===== src/rtl/bcr_pkg.sv =====
`timescale 1ns / 1ps
`default_nettype none
package bcr_pkg;

	localparam int VALUE_WIDTH = 32;
	localparam int PROD_W      = 2 * VALUE_WIDTH;
	localparam int FRAC_W      = 16;
	localparam int CLASS_W     = 8;
	localparam int INDEX_W     = 6;
	localparam int WCOUNT_W    = 7;
	localparam int MARGIN_W    = 16;
	localparam int OVL_W       = 7;

	typedef logic [VALUE_WIDTH-1:0] value_t;
	typedef logic [PROD_W-1:0]      prod_t;
	typedef logic [CLASS_W-1:0]     class_t;
	typedef logic [OVL_W-1:0]       ovl_t;

	localparam ovl_t OVL_SAT = {OVL_W{1'b1}};

	localparam logic CMD_LOAD = 1'b0;
	localparam logic CMD_DIST = 1'b1;

	localparam logic [1:0] CFG_WITNESS_COUNT = 2'd0;
	localparam logic [1:0] CFG_MAX_RATIO     = 2'd1;
	localparam logic [1:0] CFG_MARGIN        = 2'd2;

	// one witness entry as held by a cell
	typedef struct packed {
		value_t radius;
		class_t cls;
		value_t distance;
	} entry_t;

	typedef struct packed {
		logic shift;
		logic wr_witness;
		logic wr_dist;
	} cell_ctl_t;

	typedef struct packed {
		logic   no_call;
		class_t assigned_class;
		ovl_t   overlap_count;
	} result_t;

	typedef enum logic [2:0] {
		ST_IDLE,
		ST_SCAN,
		ST_CMP,
		ST_LIMIT,
		ST_LIMIT_CMP,
		ST_COUNT,
		ST_DONE
	} state_t;

endpackage
`default_nettype wire


===== src/rtl/bcr_cell.sv =====
`timescale 1ns / 1ps
`default_nettype none
module bcr_cell (
	input  wire logic              clk,
	input  wire bcr_pkg::cell_ctl_t ctl,
	input  wire bcr_pkg::entry_t   wr_data,
	input  wire bcr_pkg::entry_t   nbr,
	output bcr_pkg::entry_t        entry_q
);
	import bcr_pkg::*;

	// rotate towards the head, or take a load or a distance
	always_ff @(posedge clk) begin
		if (ctl.shift) begin
			entry_q <= nbr;
		end else begin
			if (ctl.wr_witness) begin
				entry_q.radius <= wr_data.radius;
				entry_q.cls    <= wr_data.cls;
			end
			if (ctl.wr_dist) begin
				entry_q.distance <= wr_data.distance;
			end
		end
	end

endmodule
`default_nettype wire


===== config.mk =====
export PLATFORM = sky130hd
export DESIGN_NAME = bcr_cell
export DESIGN_NICKNAME = d
export VERILOG_FILES = /design/src/rtl/bcr_pkg.sv /design/src/rtl/bcr_cell.sv
export SDC_FILE = /design/constraint.sdc
export NUM_CORES = 1
export LEC_CHECK = 0
export ABC_AREA = 0
export BUFFER_PORTS_ARGS = -buffer_cell sky130_fd_sc_hd__buf_4
export CAP_MARGIN = 10
export CORE_MARGIN = 5
export CORE_UTILIZATION = 38
export CTS_CLUSTER_DIAMETER = 100
export DETAILED_ROUTE_END_ITERATION = 12
export GPL_TIMING_DRIVEN = 0
export PLACE_DENSITY_LB_ADDON = 0.15
export SLEW_MARGIN = 20
export SYNTH_ARGS = -nofsm -noshare
export SYNTH_HDL_FRONTEND = slang
export SYNTH_SLANG_ARGS = --single-unit

===== constraint.sdc =====
create_clock -name clk -period 1.3 [get_ports clk]
set_input_delay 0.13 -clock clk [delete_from_list [all_inputs] [get_ports clk]]
set_output_delay 0.13 -clock clk [all_outputs]
set_load 0.01 [all_outputs]

### Word-level counts from Yosys, hierarchy flattened

Cells that the tools add are included.
W data, S select, Z words.

| storage, ports and cells | value |
|---|---|
| output and inout bits | 72 |
| input port bits | 148 |
| word-level logic and storage cells | 8 |
| bits in registers | 72 |

| operators by class | value |
|---|---|
| mux-type cells | 3 |
| reductions and logical operators | 2 |

Operators with widths:

| cell | number |
|---|---|
| $mux W72 | 1 |
| $mux W40 | 1 |
| $mux W32 | 1 |
| $reduce_bool A2 Y1 | 2 |

### Longest topological paths before layout

| logic depth | value |
|---|---|
| depth after elaboration | 2 |
| mapped depth | 3 |
| mapped depth without buffers | 1 |

### Worst setup path after synthesis

OpenSTA, ideal clock, no wires.

| path | value |
|---|---|
| path kind | input -> register |
| from | input port ctl[2] in the netlist's numbering |
| to | register entry_q[32] in the netlist's numbering (enable) |
| setup slack | -70 ps |
| buffers on the path | 2 |
| setup time | 380 ps |
| arrival time | 991 ps |
| required time | 920 ps |
| cell stages on the path | 3 |
| cell sequence | buf_6 buf_6 or2_2 |

| between the ends | value |
|---|---|
| word-level cells in the longest chain between the ends | 1 |

Ends and longest elaborated chain:

| what | line | text |
|---|---|---|
| start: declaration | bcr_cell.sv:5 | `input wire bcr_pkg::cell_ctl_t ctl,` |
| $reduce_bool A2 Y1 (no source line) | -- |  |
| end signal: assignment | bcr_cell.sv:15 | `entry_q <= nbr;` |
| end: declaration | bcr_cell.sv:8 | `output bcr_pkg::entry_t entry_q` |

Every way passes these cells.
A chain may end at the register's enable or synchronous reset.

### Worst setup path in the final report

| path | value |
|---|---|
| from | input port ctl[2] in the netlist's numbering |
| to | register entry_q[8] in the netlist's numbering (enable) |

The elaborated chain is that of the path after synthesis.

==> results.md <==
- Outcome: finished clean
- Initial Utilization: 0.382
- Crit. Startpoint: ctl[2]
- Worst-margin pin slew: ~760 ps
- Placer's final routability congestion estimate: 0.757
- Count of final hold-check violations: 0
- Cts repair resizes: 0
- Vias in the first global route: between 2000 and 2500
- Non-filler cells, final: approximately 500
- Worst setup SP type: input port
- Mux contribution to synthesized area: 0.313
- Synth Area in Simple Gates: 0.00381
- Compound-cell area share of the yosys netlist: 0
- Critical Path End Type: register
- Area of the multi-input gates: 1040 sq um
- Maximum VDD drop: a little under 0.0005 V
- Worst min path class: in -> reg
- Average cell area after synthesis: 21.3 sq um
- Most common cell after layout, fill and taps aside: buf_4
- Final slew viol count: 0
- Max clock buf depth: 2
- Number of diodes: 0
- Final #Nets: 531
- Adder-cell area share of the yosys netlist: 0
- Iteration-0 DRC Markers: 12
- Fin crit share: 0.894
- Die width: 103 um
- Fillers: 707
- Die Height: 103 um
- Worst Hold Depth: 2
- All-Layer GR Usage: 0.152
- Largest regs: entry_q x72
- Max reg flops: just over 70
- Post-synthesis xor/xnor area fraction: 0
- Dpl cell area: 5060 sq um
- Fin crit period: between 1000 and 1500 ps
- Power density cells: ~1100 nW/um^2
- Routed len/inst: 17.1 um
- FP Rows: 34
- Register bit count reported by yosys: 72
- Seq/Total Area, Yosys: 0.658
- Sequential cell area: approximately 2200 sq um
- First-pass GRT wire length: around 12000 um
- Port Buf Inserts: around 220
- RSZ-0062 raised after global routing: no
- Final setup fails: 0
- Root Buffer Master: clkbuf_8
- Top reg by flops: entry_q
- # Max-Cap Violations: 0
- H-tree Lvls: 3
- Share of cells above drive strength 1: 0.809
- Area grow syn2layout: 59.6%
- CP Data Required Time: roughly 1300 ps
- Top cells by area, synth: edfxtp_1 66%, mux2_4 26%, mux2_2 4.8%
- Final setup margin: 137 ps
- Drt drc: 0
- Cell count after synthesis: approximately 150
- CTS buffer count: 9
- TritonCTS Sinks: 72
- Slew margin rel.: 0.494
- TritonRoute pass-1 iters: 4
- Hold worst-path end: entry_q[27]$_DFFE_PP_
- Reg clk slew, reported paths: 80 ps
- Post-synth cell types: 6
- Post-synth top area cell: edfxtp_1
- Max Freq: approximately 0.86 GHz
- Post-CTS Repair Setup Buffers: 0
- Total Wirelength: between 8000 and 9000 um
- Largest family of logic cells by synthesized area: multiplexers
- GRT Residual Overflow: 0
- Initial antenna violation count: 0
- Mapped Area: about 3300 sq um
- Design area: about 5200 sq um
- Die Area: roughly 11000 sq um
- CTS tree: done
- Placed cells: 480
- Mapped Nets: between 300 and 400
- Top cell type's share of synthesized area: 0.658
- IO Pins: 220
- Largest net degree at the start of global routing: about 40
- Crit path kind: in -> reg
- PnR Total Power: between 5000 and 6000 uW
- Antenna-violating nets left: 0
- CTS hold repair buffers: 0
- Commonest cells after routing, fill and taps aside: 218 x buf_4, 72 x edfxtp_1, 58 x mux2_4
- Setup WS pre-CTS: -221 ps
- Leak: around 0.0025 uW
- Max Fanout on Critical Path: 32
- Core ar.: between 8000 and 9000 sq um
- Worst Hold Launch: wr_data[27]
- Via/cell ratio: ~4.5
- Yosys warns: 0
- Vias: roughly 2200
- WP data arrival: 1120 ps
[per-layer routing]
metal  vias up  track usage  wire, um
met4         0       0.0667       193
met5         -            0         0
met1      1045        0.157      2850
met2       110        0.279      4600
li1       1061            -         -
met3        15       0.0467       818
[cells by family (layout without fill, tap and decap cells)]
group         count (synthesis)  after routing
buf+inv                       8            242
flops                        72             72
mux                          72             72
simple gates                  2              2
[final cells by class]
| type | count | area share |
|---|---|---|
| Buffer | 8 | 0.0160 |
| Clock buffer | 9 | 0.0236 |
| Clock inverter | 7 | 0.0119 |
| Multi-Input combinational cell | 74 | 0.199 |
| Sequential cell | 72 | 0.412 |
| Tap cell | 108 | 0.0258 |
| Timing Repair Buffer | 218 | 0.312 |
[synthesized netlist by cell type]
master,count
edfxtp_1,72
buf_6,7
or2_2,2
buf_2,1
mux2_4,58
mux2_2,14
[worst max path at each step]
stage	cells past startpoint	slack, ps	to
2_1_floorplan	3	30	entry_q[0]$_DFFE_PP_
3_3_place_gp	3	-210	entry_q[5]$_DFFE_PP_
3_5_place_dp	3	-220	entry_q[5]$_DFFE_PP_
4_1_cts	3	140	entry_q[8]$_DFFE_PP_
5_1_grt	3	70	entry_q[3]$_DFFE_PP_
6_report	3	140	entry_q[8]$_DFFE_PP_
[through the flow]
stage,hold slack [ps],TNS (ps),util
finish,92.4,0,0.611
global route,73.1,0,0.611
CTS,75.5,0,0.611
detailed placement,433,-10700,0.589
global placement,430,-9400,0.589
floorplan,347,0,-
[power by group]
| group | switching [uW] | leakage, uW | internal (uW) |
|---|---|---|---|
| Sequential | 72.3 | 0.000734 | 2850 |
| Clock | 799 | 0.0000901 | 866 |
| Combinational | 451 | 0.00163 | 828 |
| Total | 1320 | 0.00245 | 4540 |
[worst max-delay path, stage by stage]
cell   delay (ps)
buf_6         150
buf_6         190
or2_2         630
Power figures use the tool's default switching activity.
